===== config.mk =====
export PLATFORM = sky130hd
export DESIGN_NAME = grid_cell_range_enumerator_core_flat
export DESIGN_NICKNAME = d
export VERILOG_FILES = /design/src/rtl/gcre_pkg.sv /design/src/rtl/gcre_req_if.sv /design/src/rtl/gcre_rsp_if.sv /design/src/rtl/gcre_divider.sv /design/src/rtl/grid_cell_range_enumerator_core.sv /design/src/flat_wrapper.sv
export VERILOG_INCLUDE_DIRS = /design/src /design/src/rtl
export SDC_FILE = /design/constraint.sdc
export NUM_CORES = 2
export LEC_CHECK = 0
export ABC_AREA = 1
export BUFFER_PORTS_ARGS = -buffer_cell sky130_fd_sc_hd__buf_2
export CAP_MARGIN = 5
export CORE_MARGIN = 3
export CORE_UTILIZATION = 64
export DETAILED_ROUTE_END_ITERATION = 8
export PLACE_DENSITY = 0.82
export REMOVE_ABC_BUFFERS = 1
export SLEW_MARGIN = 5
export SYNTH_ARGS = -nofsm -noshare
export SYNTH_HDL_FRONTEND = slang
export SYNTH_HIERARCHICAL = 1
export SYNTH_SLANG_ARGS = --single-unit
export TNS_END_PERCENT = 100

===== constraint.sdc =====
create_clock -name clock -period 7 [get_ports clock]
set_input_delay 0.7 -clock clock [delete_from_list [all_inputs] [get_ports clock]]
set_output_delay 0.7 -clock clock [all_outputs]
set_load 0.02 [all_outputs]

===== src/rtl/grid_cell_range_enumerator_core_assert.svh =====
// Assertion helpers for the grid cell enumerator.
// Both sample on the rising edge of clock and stay quiet while reset is high.
`ifndef GRID_CELL_RANGE_ENUMERATOR_CORE_ASSERT_SVH
`define GRID_CELL_RANGE_ENUMERATOR_CORE_ASSERT_SVH

// Same-cycle implication.
`define GCRE_ASSERT_NOW(label, cond, conseq, msg) \
   label: assert property (@(posedge clock) disable iff (reset) (cond) |-> (conseq)) \
      else $error(msg);

// Next-cycle implication.
`define GCRE_ASSERT_NEXT(label, cond, conseq, msg) \
   label: assert property (@(posedge clock) disable iff (reset) (cond) |=> (conseq)) \
      else $error(msg);

`endif


===== src/rtl/gcre_pkg.sv =====
`default_nettype none

package gcre_pkg;

   localparam int MAX_CELLS   = 64;
   localparam int CELL_CNT_W  = (MAX_CELLS > 1) ? $clog2(MAX_CELLS) : 1;
   localparam int COORD_W     = 24;
   localparam int CFG_W       = 16;
   localparam int SIZE_W      = 13;
   localparam int INDEX_W     = 32;
   localparam int DIVIDEND_W  = 17;
   localparam int DIV_CNT_W   = $clog2(DIVIDEND_W + 1);
   localparam int CSR_INDEX_W = 3;

   typedef enum logic [CSR_INDEX_W-1:0] {
      CSR_ORIGIN_X,
      CSR_ORIGIN_Y,
      CSR_EXTENT_X,
      CSR_EXTENT_Y,
      CSR_CELL_SIZE
   } csr_index_type;

   typedef struct packed {
      logic signed [COORD_W-1:0] rect_left;
      logic signed [COORD_W-1:0] rect_top;
      logic [COORD_W-1:0]        rect_span_x;
      logic [COORD_W-1:0]        rect_span_y;
   } req_payload_type;

   typedef struct packed {
      logic [INDEX_W-1:0] cell_index;
      logic               no_cells;
      logic               truncated;
      logic               last_cell;
   } rsp_payload_type;

   // divider command and status
   typedef struct packed {
      logic                  start;
      logic [DIVIDEND_W-1:0] dividend;
      logic [SIZE_W-1:0]     divisor;
   } div_ctl_type;

   typedef struct packed {
      logic                  busy;
      logic [DIVIDEND_W-1:0] quotient;
   } div_stat_type;

   // microcode
   typedef enum logic [3:0] {
      OP_NOP,
      OP_ACCEPT,
      OP_CLAMP,
      OP_OFFSET,
      OP_DIV_START,
      OP_DIV_STORE,
      OP_MUL,
      OP_INIT,
      OP_EMIT
   } op_type;

   typedef enum logic [2:0] {
      SEL_COLS,
      SEL_MIN_X,
      SEL_MIN_Y,
      SEL_MAX_X,
      SEL_MAX_Y
   } sel_type;

   typedef enum logic [1:0] {
      STALL_NONE,
      STALL_REQ,
      STALL_DIV,
      STALL_RSP
   } stall_type;

   typedef enum logic [1:0] {
      BR_NEVER,
      BR_ALWAYS,
      BR_EMPTY,
      BR_MORE
   } branch_type;

   localparam int PROG_LEN = 17;
   localparam int STEP_W   = $clog2(PROG_LEN);

   typedef logic [STEP_W-1:0] step_type;

   localparam step_type STEP_ACCEPT     = STEP_W'(0);
   localparam step_type STEP_CLAMP      = STEP_W'(1);
   localparam step_type STEP_OFFSET     = STEP_W'(2);
   localparam step_type STEP_COLS       = STEP_W'(3);
   localparam step_type STEP_COLS_WAIT  = STEP_W'(4);
   localparam step_type STEP_MINX       = STEP_W'(5);
   localparam step_type STEP_MINX_WAIT  = STEP_W'(6);
   localparam step_type STEP_MINY       = STEP_W'(7);
   localparam step_type STEP_MINY_WAIT  = STEP_W'(8);
   localparam step_type STEP_MAXX       = STEP_W'(9);
   localparam step_type STEP_MAXX_WAIT  = STEP_W'(10);
   localparam step_type STEP_MAXY       = STEP_W'(11);
   localparam step_type STEP_MAXY_WAIT  = STEP_W'(12);
   localparam step_type STEP_MUL        = STEP_W'(13);
   localparam step_type STEP_INIT       = STEP_W'(14);
   localparam step_type STEP_EMIT       = STEP_W'(15);
   localparam step_type STEP_DONE       = STEP_W'(16);

   typedef struct packed {
      op_type     op;
      sel_type    sel;
      stall_type  stall;
      branch_type branch;
      step_type   target;
   } ctl_word_type;

   function automatic ctl_word_type make_word(input op_type op, input sel_type sel,
                                              input stall_type stall,
                                              input branch_type branch,
                                              input step_type target);
      ctl_word_type w;
      w.op     = op;
      w.sel    = sel;
      w.stall  = stall;
      w.branch = branch;
      w.target = target;
      return w;
   endfunction

   // control store
   function automatic ctl_word_type microcode(input step_type step);
      ctl_word_type w;
      case (step)
         STEP_ACCEPT:    w = make_word(OP_ACCEPT, SEL_COLS, STALL_REQ, BR_NEVER, STEP_ACCEPT);
         STEP_CLAMP:     w = make_word(OP_CLAMP, SEL_COLS, STALL_NONE, BR_NEVER, STEP_ACCEPT);
         STEP_OFFSET:    w = make_word(OP_OFFSET, SEL_COLS, STALL_NONE, BR_EMPTY, STEP_EMIT);
         STEP_COLS:      w = make_word(OP_DIV_START, SEL_COLS, STALL_NONE, BR_NEVER,
                                       STEP_ACCEPT);
         STEP_COLS_WAIT: w = make_word(OP_DIV_STORE, SEL_COLS, STALL_DIV, BR_NEVER,
                                       STEP_ACCEPT);
         STEP_MINX:      w = make_word(OP_DIV_START, SEL_MIN_X, STALL_NONE, BR_NEVER,
                                       STEP_ACCEPT);
         STEP_MINX_WAIT: w = make_word(OP_DIV_STORE, SEL_MIN_X, STALL_DIV, BR_NEVER,
                                       STEP_ACCEPT);
         STEP_MINY:      w = make_word(OP_DIV_START, SEL_MIN_Y, STALL_NONE, BR_NEVER,
                                       STEP_ACCEPT);
         STEP_MINY_WAIT: w = make_word(OP_DIV_STORE, SEL_MIN_Y, STALL_DIV, BR_NEVER,
                                       STEP_ACCEPT);
         STEP_MAXX:      w = make_word(OP_DIV_START, SEL_MAX_X, STALL_NONE, BR_NEVER,
                                       STEP_ACCEPT);
         STEP_MAXX_WAIT: w = make_word(OP_DIV_STORE, SEL_MAX_X, STALL_DIV, BR_NEVER,
                                       STEP_ACCEPT);
         STEP_MAXY:      w = make_word(OP_DIV_START, SEL_MAX_Y, STALL_NONE, BR_NEVER,
                                       STEP_ACCEPT);
         STEP_MAXY_WAIT: w = make_word(OP_DIV_STORE, SEL_MAX_Y, STALL_DIV, BR_NEVER,
                                       STEP_ACCEPT);
         STEP_MUL:       w = make_word(OP_MUL, SEL_COLS, STALL_NONE, BR_NEVER, STEP_ACCEPT);
         STEP_INIT:      w = make_word(OP_INIT, SEL_COLS, STALL_NONE, BR_NEVER, STEP_ACCEPT);
         STEP_EMIT:      w = make_word(OP_EMIT, SEL_COLS, STALL_RSP, BR_MORE, STEP_EMIT);
         STEP_DONE:      w = make_word(OP_NOP, SEL_COLS, STALL_NONE, BR_ALWAYS, STEP_ACCEPT);
         default:        w = make_word(OP_NOP, SEL_COLS, STALL_NONE, BR_ALWAYS, STEP_ACCEPT);
      endcase
      return w;
   endfunction

endpackage

`default_nettype wire


===== src/rtl/gcre_req_if.sv =====
`default_nettype none

interface gcre_req_if import gcre_pkg::*; ();
   logic            valid;
   logic            ready;
   req_payload_type payload;

   modport source (output valid, output payload, input ready);
   modport sink   (input valid, input payload, output ready);
endinterface

`default_nettype wire


===== src/rtl/gcre_rsp_if.sv =====
`default_nettype none

interface gcre_rsp_if import gcre_pkg::*; ();
   logic            valid;
   logic            ready;
   rsp_payload_type payload;

   modport source (output valid, output payload, input ready);
   modport sink   (input valid, input payload, output ready);
endinterface

`default_nettype wire


===== src/rtl/gcre_divider.sv =====
`default_nettype none

// Restoring divider, one quotient bit per cycle.
module gcre_divider import gcre_pkg::*; (
   input  wire logic  clock,
   input  wire logic  reset,
   input  wire div_ctl_type ctl,
   output div_stat_type stat
);

   logic                  busy_ff, busy_in;
   logic [DIV_CNT_W-1:0]  cnt_ff, cnt_in;
   logic [SIZE_W-1:0]     rem_ff;
   logic [DIVIDEND_W-1:0] quo_ff;
   logic [SIZE_W-1:0]     dvs_ff;

   logic [SIZE_W:0] shifted;
   logic [SIZE_W:0] diff;
   logic            fits;

   assign shifted = {rem_ff, quo_ff[DIVIDEND_W-1]};
   assign fits    = shifted >= {1'b0, dvs_ff};
   assign diff    = shifted - {1'b0, dvs_ff};

   always_comb begin
      busy_in = busy_ff;
      cnt_in  = cnt_ff;
      if (ctl.start) begin
         busy_in = 1'b1;
         cnt_in  = DIV_CNT_W'(DIVIDEND_W);
      end else if (busy_ff) begin
         cnt_in = cnt_ff - DIV_CNT_W'(1);
         if (cnt_ff == DIV_CNT_W'(1)) begin
            busy_in = 1'b0;
         end
      end
   end

   always_ff @(posedge clock) begin
      if (reset) begin
         busy_ff <= 1'b0;
         cnt_ff  <= '0;
      end else begin
         busy_ff <= busy_in;
         cnt_ff  <= cnt_in;
      end
   end

   always_ff @(posedge clock) begin
      if (ctl.start) begin
         rem_ff <= '0;
         quo_ff <= ctl.dividend;
         dvs_ff <= ctl.divisor;
      end else if (busy_ff) begin
         rem_ff <= fits ? diff[SIZE_W-1:0] : shifted[SIZE_W-1:0];
         quo_ff <= {quo_ff[DIVIDEND_W-2:0], fits};
      end
   end

   assign stat.busy     = busy_ff;
   assign stat.quotient = quo_ff;

endmodule

`default_nettype wire


===== src/rtl/grid_cell_range_enumerator_core.sv =====
`default_nettype none
`include "grid_cell_range_enumerator_core_assert.svh"

// Channel  | Dir | Handshake             | Carries
// ---------+-----+-----------------------+-------------------------------------------
// req_ch   | in  | valid/ready, sink     | rect_left, rect_top, rect_span_x/_y (16.8)
// rsp_ch   | out | valid/ready, source   | cell_index, no_cells, truncated, last_cell
// csr_*    | in  | write enable only     | world origin/extent, cell size
//
// One request at a time. A request that misses the world branches from the
// offset step straight to the emit step for its single response. Otherwise
// it emits N cells (N up to MAX_CELLS) after five passes through the shared
// bit-serial divider. Reset is synchronous and active high; it loads the
// register defaults and returns the sequencer to the accept step. A stalled
// response holds the sequencer on the emit step with all payload stable.
module grid_cell_range_enumerator_core import gcre_pkg::*; (
   input  wire logic                   clock,
   input  wire logic                   reset,
   gcre_req_if.sink                    req_ch,
   gcre_rsp_if.source                  rsp_ch,
   input  wire logic                   csr_write_enable,
   input  wire logic [CSR_INDEX_W-1:0] csr_index,
   input  wire logic [CFG_W-1:0]       csr_write_data
);

   // ---------------------------------------------------------------
   // Configuration registers
   // ---------------------------------------------------------------
   logic signed [CFG_W-1:0] origin_x_ff;
   logic signed [CFG_W-1:0] origin_y_ff;
   logic [CFG_W-1:0]        extent_x_ff;
   logic [CFG_W-1:0]        extent_y_ff;
   logic [SIZE_W-1:0]       cell_size_ff;

   always_ff @(posedge clock) begin
      if (reset) begin
         origin_x_ff  <= '0;
         origin_y_ff  <= '0;
         extent_x_ff  <= CFG_W'(1024);
         extent_y_ff  <= CFG_W'(1024);
         cell_size_ff <= SIZE_W'(64);
      end else if (csr_write_enable) begin
         case (csr_index_type'(csr_index))
            CSR_ORIGIN_X:  origin_x_ff  <= csr_write_data;
            CSR_ORIGIN_Y:  origin_y_ff  <= csr_write_data;
            CSR_EXTENT_X:  extent_x_ff  <= csr_write_data;
            CSR_EXTENT_Y:  extent_y_ff  <= csr_write_data;
            CSR_CELL_SIZE: cell_size_ff <= csr_write_data[SIZE_W-1:0];
            default: begin
               // drop writes to unmapped indexes
            end
         endcase
      end
   end

   // a zero cell size acts as one
   logic [SIZE_W-1:0] grid;
   assign grid = (cell_size_ff == '0) ? SIZE_W'(1) : cell_size_ff;

   // ---------------------------------------------------------------
   // Sequencer: step counter plus control store
   // ---------------------------------------------------------------
   step_type     pc_ff, pc_in;
   ctl_word_type word;
   logic         stalled;
   logic         taken;
   logic         req_fire;
   logic         rsp_fire;
   logic         empty_now;
   logic         out_last;

   div_ctl_type  div_ctl;
   div_stat_type div_stat;

   assign word = microcode(pc_ff);

   assign req_ch.ready = (word.op == OP_ACCEPT);
   assign rsp_ch.valid = (word.op == OP_EMIT);
   assign req_fire     = req_ch.valid && req_ch.ready;
   assign rsp_fire     = rsp_ch.valid && rsp_ch.ready;

   always_comb begin
      case (word.stall)
         STALL_REQ: stalled = !req_ch.valid;
         STALL_DIV: stalled = div_stat.busy;
         STALL_RSP: stalled = !rsp_ch.ready;
         default:   stalled = 1'b0;
      endcase
      case (word.branch)
         BR_ALWAYS: taken = 1'b1;
         BR_EMPTY:  taken = empty_now;
         BR_MORE:   taken = !out_last;
         default:   taken = 1'b0;
      endcase
      // hold on a stall, jump on a taken branch, otherwise advance
      if (stalled) begin
         pc_in = pc_ff;
      end else if (taken) begin
         pc_in = word.target;
      end else begin
         pc_in = pc_ff + STEP_W'(1);
      end
   end

   always_ff @(posedge clock) begin
      if (reset) begin
         pc_ff <= STEP_ACCEPT;
      end else begin
         pc_ff <= pc_in;
      end
   end

   // ---------------------------------------------------------------
   // Datapath
   // ---------------------------------------------------------------
   // corners in whole units, floored start and ceiled end, then clamped
   logic signed [CFG_W+1:0] x0_ff, x1_ff, y0_ff, y1_ff;
   logic [CFG_W-1:0]        lo_x_ff, hi_x_ff, lo_y_ff, hi_y_ff;
   logic                    empty_ff;
   logic [CFG_W-1:0]        cols_ff, min_x_ff, min_y_ff, max_x_ff, max_y_ff;
   logic [INDEX_W-1:0]      prod_ff;
   logic [INDEX_W-1:0]      row_start_ff;
   logic [INDEX_W-1:0]      index_ff;
   logic [CFG_W-1:0]        x_ff, y_ff;
   logic [CELL_CNT_W-1:0]   n_ff;

   // floor and ceil of the incoming corners
   logic signed [COORD_W+1:0] end_x_sum, end_y_sum;
   assign end_x_sum = $signed({{2{req_ch.payload.rect_left[COORD_W-1]}},
                               req_ch.payload.rect_left})
                      + $signed({2'b00, req_ch.payload.rect_span_x})
                      + $signed((COORD_W+2)'(255));
   assign end_y_sum = $signed({{2{req_ch.payload.rect_top[COORD_W-1]}},
                               req_ch.payload.rect_top})
                      + $signed({2'b00, req_ch.payload.rect_span_y})
                      + $signed((COORD_W+2)'(255));

   // world bounds, widened so that origin plus extent cannot wrap
   logic signed [CFG_W+1:0] org_x, org_y, end_x, end_y;
   assign org_x = $signed({{2{origin_x_ff[CFG_W-1]}}, origin_x_ff});
   assign org_y = $signed({{2{origin_y_ff[CFG_W-1]}}, origin_y_ff});
   assign end_x = org_x + $signed({2'b00, extent_x_ff});
   assign end_y = org_y + $signed({2'b00, extent_y_ff});

   assign empty_now = (x1_ff <= x0_ff) || (y1_ff <= y0_ff);

   logic signed [CFG_W+1:0] rel_x0, rel_x1, rel_y0, rel_y1;
   assign rel_x0 = x0_ff - org_x;
   assign rel_y0 = y0_ff - org_y;
   assign rel_x1 = x1_ff - org_x - $signed((CFG_W+2)'(1));
   assign rel_y1 = y1_ff - org_y - $signed((CFG_W+2)'(1));

   // divider operand select
   always_comb begin
      div_ctl.start   = (word.op == OP_DIV_START);
      div_ctl.divisor = grid;
      case (word.sel)
         SEL_COLS:  div_ctl.dividend = DIVIDEND_W'(extent_x_ff) + DIVIDEND_W'(grid)
                                       - DIVIDEND_W'(1);
         SEL_MIN_X: div_ctl.dividend = DIVIDEND_W'(lo_x_ff);
         SEL_MIN_Y: div_ctl.dividend = DIVIDEND_W'(lo_y_ff);
         SEL_MAX_X: div_ctl.dividend = DIVIDEND_W'(hi_x_ff);
         SEL_MAX_Y: div_ctl.dividend = DIVIDEND_W'(hi_y_ff);
         default:   div_ctl.dividend = '0;
      endcase
   end

   gcre_divider u_divider (
      .clock (clock),
      .reset (reset),
      .ctl   (div_ctl),
      .stat  (div_stat)
   );

   logic [INDEX_W-1:0] prod_wide;
   logic [INDEX_W-1:0] next_row;
   logic               at_row_end;
   logic               at_final;
   logic               at_limit;

   assign prod_wide  = INDEX_W'(min_y_ff) * INDEX_W'(cols_ff);
   assign next_row   = row_start_ff + INDEX_W'(cols_ff);
   assign at_row_end = (x_ff == max_x_ff);
   assign at_final   = at_row_end && (y_ff == max_y_ff);
   assign at_limit   = (n_ff == CELL_CNT_W'(MAX_CELLS - 1));
   assign out_last   = empty_ff || at_final || at_limit;

   always_ff @(posedge clock) begin
      case (word.op)
         OP_ACCEPT: begin
            // capture every cycle; the value taken at the handshake is what stays
            x0_ff <= $signed({{2{req_ch.payload.rect_left[COORD_W-1]}},
                              req_ch.payload.rect_left[COORD_W-1:8]});
            y0_ff <= $signed({{2{req_ch.payload.rect_top[COORD_W-1]}},
                              req_ch.payload.rect_top[COORD_W-1:8]});
            x1_ff <= end_x_sum[COORD_W+1:8];
            y1_ff <= end_y_sum[COORD_W+1:8];
         end
         OP_CLAMP: begin
            x0_ff <= (x0_ff < org_x) ? org_x : x0_ff;
            y0_ff <= (y0_ff < org_y) ? org_y : y0_ff;
            x1_ff <= (x1_ff > end_x) ? end_x : x1_ff;
            y1_ff <= (y1_ff > end_y) ? end_y : y1_ff;
         end
         OP_OFFSET: begin
            // offsets are in range only when the box is not empty
            empty_ff <= empty_now;
            lo_x_ff  <= rel_x0[CFG_W-1:0];
            lo_y_ff  <= rel_y0[CFG_W-1:0];
            hi_x_ff  <= rel_x1[CFG_W-1:0];
            hi_y_ff  <= rel_y1[CFG_W-1:0];
         end
         OP_DIV_STORE: begin
            if (!div_stat.busy) begin
               case (word.sel)
                  SEL_COLS:  cols_ff  <= div_stat.quotient[CFG_W-1:0];
                  SEL_MIN_X: min_x_ff <= div_stat.quotient[CFG_W-1:0];
                  SEL_MIN_Y: min_y_ff <= div_stat.quotient[CFG_W-1:0];
                  SEL_MAX_X: max_x_ff <= div_stat.quotient[CFG_W-1:0];
                  SEL_MAX_Y: max_y_ff <= div_stat.quotient[CFG_W-1:0];
                  default: begin
                  end
               endcase
            end
         end
         OP_MUL: begin
            prod_ff <= prod_wide;
         end
         OP_INIT: begin
            row_start_ff <= prod_ff + INDEX_W'(min_x_ff);
            index_ff     <= prod_ff + INDEX_W'(min_x_ff);
            x_ff         <= min_x_ff;
            y_ff         <= min_y_ff;
            n_ff         <= '0;
         end
         OP_EMIT: begin
            // advance in row-major order once the response is taken
            if (rsp_fire && !out_last) begin
               n_ff <= n_ff + CELL_CNT_W'(1);
               if (at_row_end) begin
                  x_ff         <= min_x_ff;
                  y_ff         <= y_ff + CFG_W'(1);
                  row_start_ff <= next_row;
                  index_ff     <= next_row;
               end else begin
                  x_ff     <= x_ff + CFG_W'(1);
                  index_ff <= index_ff + INDEX_W'(1);
               end
            end
         end
         default: begin
         end
      endcase
   end

   // response payload straight from the cell registers
   assign rsp_ch.payload.cell_index = empty_ff ? '0 : index_ff;
   assign rsp_ch.payload.no_cells   = empty_ff;
   assign rsp_ch.payload.truncated  = !empty_ff && at_limit && !at_final;
   assign rsp_ch.payload.last_cell  = out_last;

   // ---------------------------------------------------------------
   // Assertions
   // ---------------------------------------------------------------
   `GCRE_ASSERT_NOW(a_accept_div_idle, req_ch.ready, !div_stat.busy, "request taken while dividing")
   `GCRE_ASSERT_NOW(a_empty_is_last, rsp_ch.valid && empty_ff, out_last, "empty not final")
   `GCRE_ASSERT_NOW(a_trunc_is_last, rsp_ch.valid && rsp_ch.payload.truncated, at_limit, "bad cut")
   `GCRE_ASSERT_NEXT(a_last_ends, rsp_fire && out_last, !rsp_ch.valid, "response after last")
   `GCRE_ASSERT_NEXT(a_more_follows, rsp_fire && !out_last, rsp_ch.valid, "run ended early")
   `GCRE_ASSERT_NEXT(a_no_overlap, rsp_ch.valid, !req_ch.ready, "request taken mid-run")

endmodule

`default_nettype wire

===== src/flat_wrapper.sv =====
// flat-port wrapper written by rule: the top's interface ports become plain ports
module grid_cell_range_enumerator_core_flat import gcre_pkg::*;
  (clock, reset, csr_write_enable, csr_index, csr_write_data, req_ch_valid, req_ch_payload, req_ch_ready, rsp_ch_valid, rsp_ch_payload, rsp_ch_ready);
  gcre_req_if req_ch_i ();
  gcre_rsp_if rsp_ch_i ();
  input  wire logic clock;
  input  wire logic reset;
  input  wire logic csr_write_enable;
  input  wire logic [CSR_INDEX_W-1:0] csr_index;
  input  wire logic [CFG_W-1:0] csr_write_data;
  input wire logic [$bits(req_ch_i.valid)-1:0] req_ch_valid;
  input wire logic [$bits(req_ch_i.payload)-1:0] req_ch_payload;
  output wire logic [$bits(req_ch_i.ready)-1:0] req_ch_ready;
  output wire logic [$bits(rsp_ch_i.valid)-1:0] rsp_ch_valid;
  output wire logic [$bits(rsp_ch_i.payload)-1:0] rsp_ch_payload;
  input wire logic [$bits(rsp_ch_i.ready)-1:0] rsp_ch_ready;
  assign req_ch_i.valid = req_ch_valid;
  assign req_ch_i.payload = req_ch_payload;
  assign req_ch_ready = req_ch_i.ready;
  assign rsp_ch_valid = rsp_ch_i.valid;
  assign rsp_ch_payload = rsp_ch_i.payload;
  assign rsp_ch_i.ready = rsp_ch_ready;
  grid_cell_range_enumerator_core u_core (.clock(clock), .reset(reset), .req_ch(req_ch_i), .rsp_ch(rsp_ch_i), .csr_write_enable(csr_write_enable), .csr_index(csr_index), .csr_write_data(csr_write_data));
endmodule

# Word level (Yosys, flattened, before mapping)
# Memories as Yosys holds them, arrays and structs flattened. A register that Yosys moved wholly into a read port is not among the register bits.
# Cells that the tools add are included.
dict set report word_totals {
  in_bits 120
  mem_bits_ro 480
  output_inout_bits 37
  mem_count 1
  wordCells 171
  reg_bits 482
}
# memory depth word_bits rd rd_clocked_by_memory_dff wr line_no
set memory_table {}
lappend memory_table {{(no name shown)} 32 15 1 1 0 gcre_pkg.sv:131} ;# case (step)
dict set report op_classes {
  n_bitwise 1
  order_cmp 7
  add_sub_neg 23
  n_eq_ne 32
  reduce_logical 36
  mux 38
  mul 1
}
# op n
set op_table {}
lappend op_table {{two-way mux 32 bit} 5}
lappend op_table {{one-hot mux 18 bit (2 select lines)} 4}
lappend op_table {{one-hot mux 32 bit (2 select lines)} 2}
lappend op_table {{one-hot mux 17 bit (5 select lines)} 1}
lappend op_table {{two-way mux 18 bit} 4}
lappend op_table {{adder 32 x 16 -> 32 bit} 2}
lappend op_table {{two-way mux 16 bit} 4}
lappend op_table {{one-hot mux 16 bit (2 select lines)} 2}
lappend op_table {{subtractor 16 bit} 4}
lappend op_table {{adder 24 x 25 -> 26 bit} 2}
lappend op_table {{adder 26 x 9 -> 26 bit, second input constant} 2}
lappend op_table {{adder 16 x 17 -> 18 bit} 2}
lappend op_table {{> comparator 18 bit} 2}
lappend op_table {{less-or-equal comparator 18 bit} 2}
lappend op_table {{< comparator 18 x 16 -> 1 bit} 2}
lappend op_table {{two-way mux 17 bit} 2}
lappend op_table {{adder 16 x 1 -> 16 bit, second input constant} 2}
lappend op_table {{adder 32 x 1 -> 32 bit, second input constant} 1}
lappend op_table {{== test 16 bit} 2}
lappend op_table {{multiplier 16 x 16 -> 32 bit} 1}
lappend op_table {{subtractor 16 x 2 -> 16 bit, second input constant} 2}
lappend op_table {{two-way mux 13 bit} 2}
lappend op_table {{two-way mux 5 bit} 5}
lappend op_table {{AND reduction 2 bit} 10}
lappend op_table {{33 further kinds} 71}

# Logic depth before layout (Yosys ltp)
dict set report logic_depth {
  depth_word 9
  depth_mapped 28
  ltp_nobuf 26
}

# By module
# The synthesis kept the hierarchy.
# mod instances cells_per_inst seq_area_each_um2 area_per_inst_um2
set modules_own_cells {}
lappend modules_own_cells {grid_cell_range_enumerator_core 1 4739 12281.8 38869.8}
lappend modules_own_cells {gcre_divider 1 391 1281.2 3020.4}

# Worst setup path before layout
# No wires, ideal clock.
dict set report synth_path {
  path_type {reg2reg}
  start {reg u_core.cols_ff[9]}
  end {reg u_core.prod_ff[25] (data pin)}
  t_arrival_ps 5519
  path_stages_with_launch 23
  synth_period_minus_slack_ps 5787
  path_buffers 2
  slack_ps 1213
  setup_ps 269
  t_required_ps 6731
  path_cell_list {edfxtp_1 -> clkbuf_1 -> clkbuf_1 -> nand2_1 -> fa_1 -> inv_1 -> fa_1 -> inv_1 -> fa_1 -> inv_1 -> fa_1 -> fa_1 -> inv_1 -> fa_1 -> inv_1 -> ha_1 -> nand4_1 -> nor4_1 -> nor2_1 -> nor3_1 -> nor2_1 -> o31ai_1 -> xor2_1}
}
dict set report synth_between {
  elab_chain_cells 1
}
# item line_no
set synth_rtl {}
lappend synth_rtl {{from (decl)} grid_cell_range_enumerator_core.sv:120} ;# logic [CFG_W-1:0] cols_ff, min_x_ff, min_y_ff, max_x_ff, max_y_ff;
lappend synth_rtl {{from (signal assigned)} grid_cell_range_enumerator_core.sv:216} ;# SEL_COLS: cols_ff <= div_stat.quotient[CFG_W-1:0];
lappend synth_rtl {{multiplier 16 x 16 -> 32 bit} grid_cell_range_enumerator_core.sv:181} ;# assign prod_wide = INDEX_W'(min_y_ff) * INDEX_W'(cols_ff);
lappend synth_rtl {{net u_core.prod_wide[25]} grid_cell_range_enumerator_core.sv:175} ;# logic [INDEX_W-1:0] prod_wide;
lappend synth_rtl {{to (signal assigned)} grid_cell_range_enumerator_core.sv:227} ;# prod_ff <= prod_wide;
lappend synth_rtl {{to (decl)} grid_cell_range_enumerator_core.sv:121} ;# logic [INDEX_W-1:0] prod_ff;
# The timed path passes the listed nets, and every way through them passes these cells.
# A chain may end at the register's enable or synchronous reset.

# Worst setup path after layout
dict set report layout_path {
  start {reg u_core.cols_ff[8]}
  end {reg u_core.prod_ff[28] (data pin)}
}
# The elaborated chain is that of the path after synthesis.

==> results.yml <==
setup_path:
  required_ps: 7350
  crit_path_start_kind: "flip-flop"
  arrival_ps: 6620
  reg2reg_slack_ps: 740
  worst-setup-path-type: "flip-flop to flip-flop"
  endpoint_kind: "flip-flop"
  ff2ff_path_depth: 21
  crit_fanout: 17
status:
  run_status: "complete, no violations"
final_layout:
  drive_gt1_share_pct: 7.243
  diodes: 0
  syn2layout_area_growth_pct: 7.876
  design.final.nets: 5987
cts:
  postCtsHoldBufs: 0
  cts_tree: "done"
  clkTransAtPathRegs_ps: 70
  cts.sinks: 489
  h-tree-depth: 2
  clock_latency_ps: 640
  cts-resized-gates: 0
  cts_buffers: 54
  cts_buffer_depth: 3
  cts_setup_buffers: 0
  cts_root_buf: "clkbuf_16"
drt:
  drc: 0
  first_pass_iters: 7
  viasPerCell: 5.757
  first_iter_violations: 2972
  wirelength_um: 113200
  antenna_left: 0
  wl_per_cell_um: 18.51
  vias: 35200
floorplan:
  dieArea_um2: 68560
  row_count: 93
  io_pins: 157
  die_width_um: 261.8
  die_h_um: 261.8
  initial_core_util_pct: 64.86
  fp.coreArea_um2: 64580
global_route:
  use_met1_pct: 39.88
  grt_pass1_vias: 34100
  overflow: 0
  grt_use_met3_pct: 4.385
  grt_use_met2_pct: 55.97
  antenna_found_initial: 1
  grt_max_degree: 78
  busiest_layer: "met2"
  grt_pass1_wl_um: 177000
  grt_usage_pct: 32.86
timing:
  tns_ps: 0
  relSlewSlack_pct: 25.74
  fmax_mhz: 159.6
  fin_crit_ps: 6264
  min_period_over_period_pct: 89.49
  rsz0062_at_grt: "false"
  fin_skew_ps: 31.80
  hold_violations: 0
  setup_viol: 0
  worstMarginPinSlew_ps: 1113
  slew_viol_final: 0
synth:
  synthArstFlopShare_pct: 0
  synth_mux_area_share_pct: 0.1195
  ys_warn_count: 6
  synth-compound-area-share_pct: 11.74
  synth_area_um2: 41890
  synth-edff-count: 377
  syn_avg_cell_area_um2: 8.166
  yosysUniqueCellTypes: 66
  synth_fa_ha_area_share_pct: 23.10
  ys_ff_latch: 489
  syn_inst: 5130
  ys.flop_type: "edfxtp_1"
  yosysSeqAreaShare_pct: 32.38
  synth_top_family_by_area: "adder cells"
  yosys.area_share.xor_xnor_pct: 4.913
  synth_simple_gate_area_share_pct: 17.95
placed_design:
  dp_hpwl_um: 88040
  place.gp.congestion: 0.9785
  io_buffers: 156
hold_path:
  hold_path_class: "input pin to flip-flop"
  hold_depth: 2
job:
  maxCapViolations: 0
## synth_stat cells (11+ instances only)
| master | n | share of area, % |
|---|---|---|
| a21o_1 | 20 | 0.36 |
| a21oi_1 | 344 | 4.1 |
| a31oi_1 | 23 | 0.34 |
| clkbuf_1 | 139 | 1.2 |
| dfxtp_1 | 112 | 5.4 |
| edfxtp_1 | 377 | 27 |
| fa_1 | 204 | 9.7 |
| ha_1 | 447 | 13 |
| inv_1 | 912 | 8.2 |
| inv_2 | 16 | 0.14 |
| nand2_1 | 1117 | 10 |
| nand2_2 | 16 | 0.24 |
| nand3_1 | 158 | 1.9 |
| nand3_2 | 11 | 0.26 |
| nand4_1 | 59 | 0.88 |
| nor2_1 | 288 | 2.6 |
| nor3_1 | 52 | 0.62 |
| nor4_1 | 14 | 0.21 |
| o21ai_0 | 326 | 3.9 |
| o21ai_1 | 45 | 0.54 |
| o21bai_1 | 20 | 0.36 |
| o31ai_1 | 16 | 0.29 |
| or2_2 | 24 | 0.36 |
| xnor2_1 | 91 | 1.9 |
| xor2_1 | 144 | 3.0 |
## routing by layer
layer	routed length (um)	share of wire, %	up-vias
met5	13	0.011	-
met1	43160	38	16500
met4	7728	6.8	2
li1	-	-	16900
met3	7599	6.7	344
met2	54670	48	1455
## registers in the layout (all words and copies together) (netlist names), 17 cells and up
name,count
u_core/prod_ff,32
u_core/index_ff,32
u_core/row_start_ff,32
u_core/x1_ff,18
u_core/y1_ff,18
u_core/u_divider/quo_ff,17
## cells in the final DEF, fill, tap and decap left out, drive strengths merged, types with 22 or more instances in the layout
cell type  instances
xor2             144
nor3              57
buf              182
edfxtp           377
nand4             61
dfxtp            112
xnor2             91
nand3            170
inv              930
a21oi            349
clkbuf            71
clkinv            22
a31oi             23
o21ai            376
fa               204
nor2             300
nand2           1135
or2               24
ha               447
## critical path, cell delays in order (launching register included)
cell and delay, ps:
edfxtp_1 850, nand2_1 170, fa_1 530, inv_1 50, fa_1 500, inv_1 60, fa_1 480, inv_1 60
fa_1 520, fa_1 560, inv_1 60, fa_1 530, inv_1 50, ha_1 380, nand4_1 160, nor3_1 280
nand3_1 140, nand3_1 180, nand2_1 80, nand2_1 90, a31oi_1 100, xor2_1 160
## final cells by class
class	count	area, um2
clock buffers	71	1486
clock inverters	29	324.1
fillers	5064	19390
inverters	931	3496
multi-input cells	3558	24270
flip-flops and latches	489	13560
well taps	855	1070
repair buffers	182	975.9
## through the flow
stage	worst slack [ps]	std cells	hold WS [ps]	util [%]	cell area [um2]
floorplan	1419	4978	408.2	-	41280
CTS	805.2	6115	307.6	69.97	45190
detailed placement	869.1	6015	462.8	67.17	43380
global route	406.9	6115	344.5	69.97	45190
finish	735.7	6115	334.2	69.97	45190
global placement	980.3	6015	458.2	67.17	43380
## cell families (layout without fill, tap and decap cells)
group / Yosys count / count (layout)
flops: 489 / 489
fa+ha+maj: 651 / 651
simple gates: 1778 / 1778
xor+xnor: 235 / 235
compound gates: 889 / 889
mux: 5 / 5
buf+inv: 1083 / 1213
## path summary, 6_finish.rpt
path,end,start
worst max-delay path,u_core/prod_ff[28],u_core/cols_ff[8]
worst min-delay path,u_core/pc_ff[1],reset
worst max register to register,u_core/prod_ff[28],u_core/cols_ff[8]
worst min register to register,u_core/u_divider/rem_ff[11],u_core/u_divider/rem_ff[11]
Power is not shown: default switching activity piles up to over one toggle a cycle in this logic, so the estimate is an artifact.
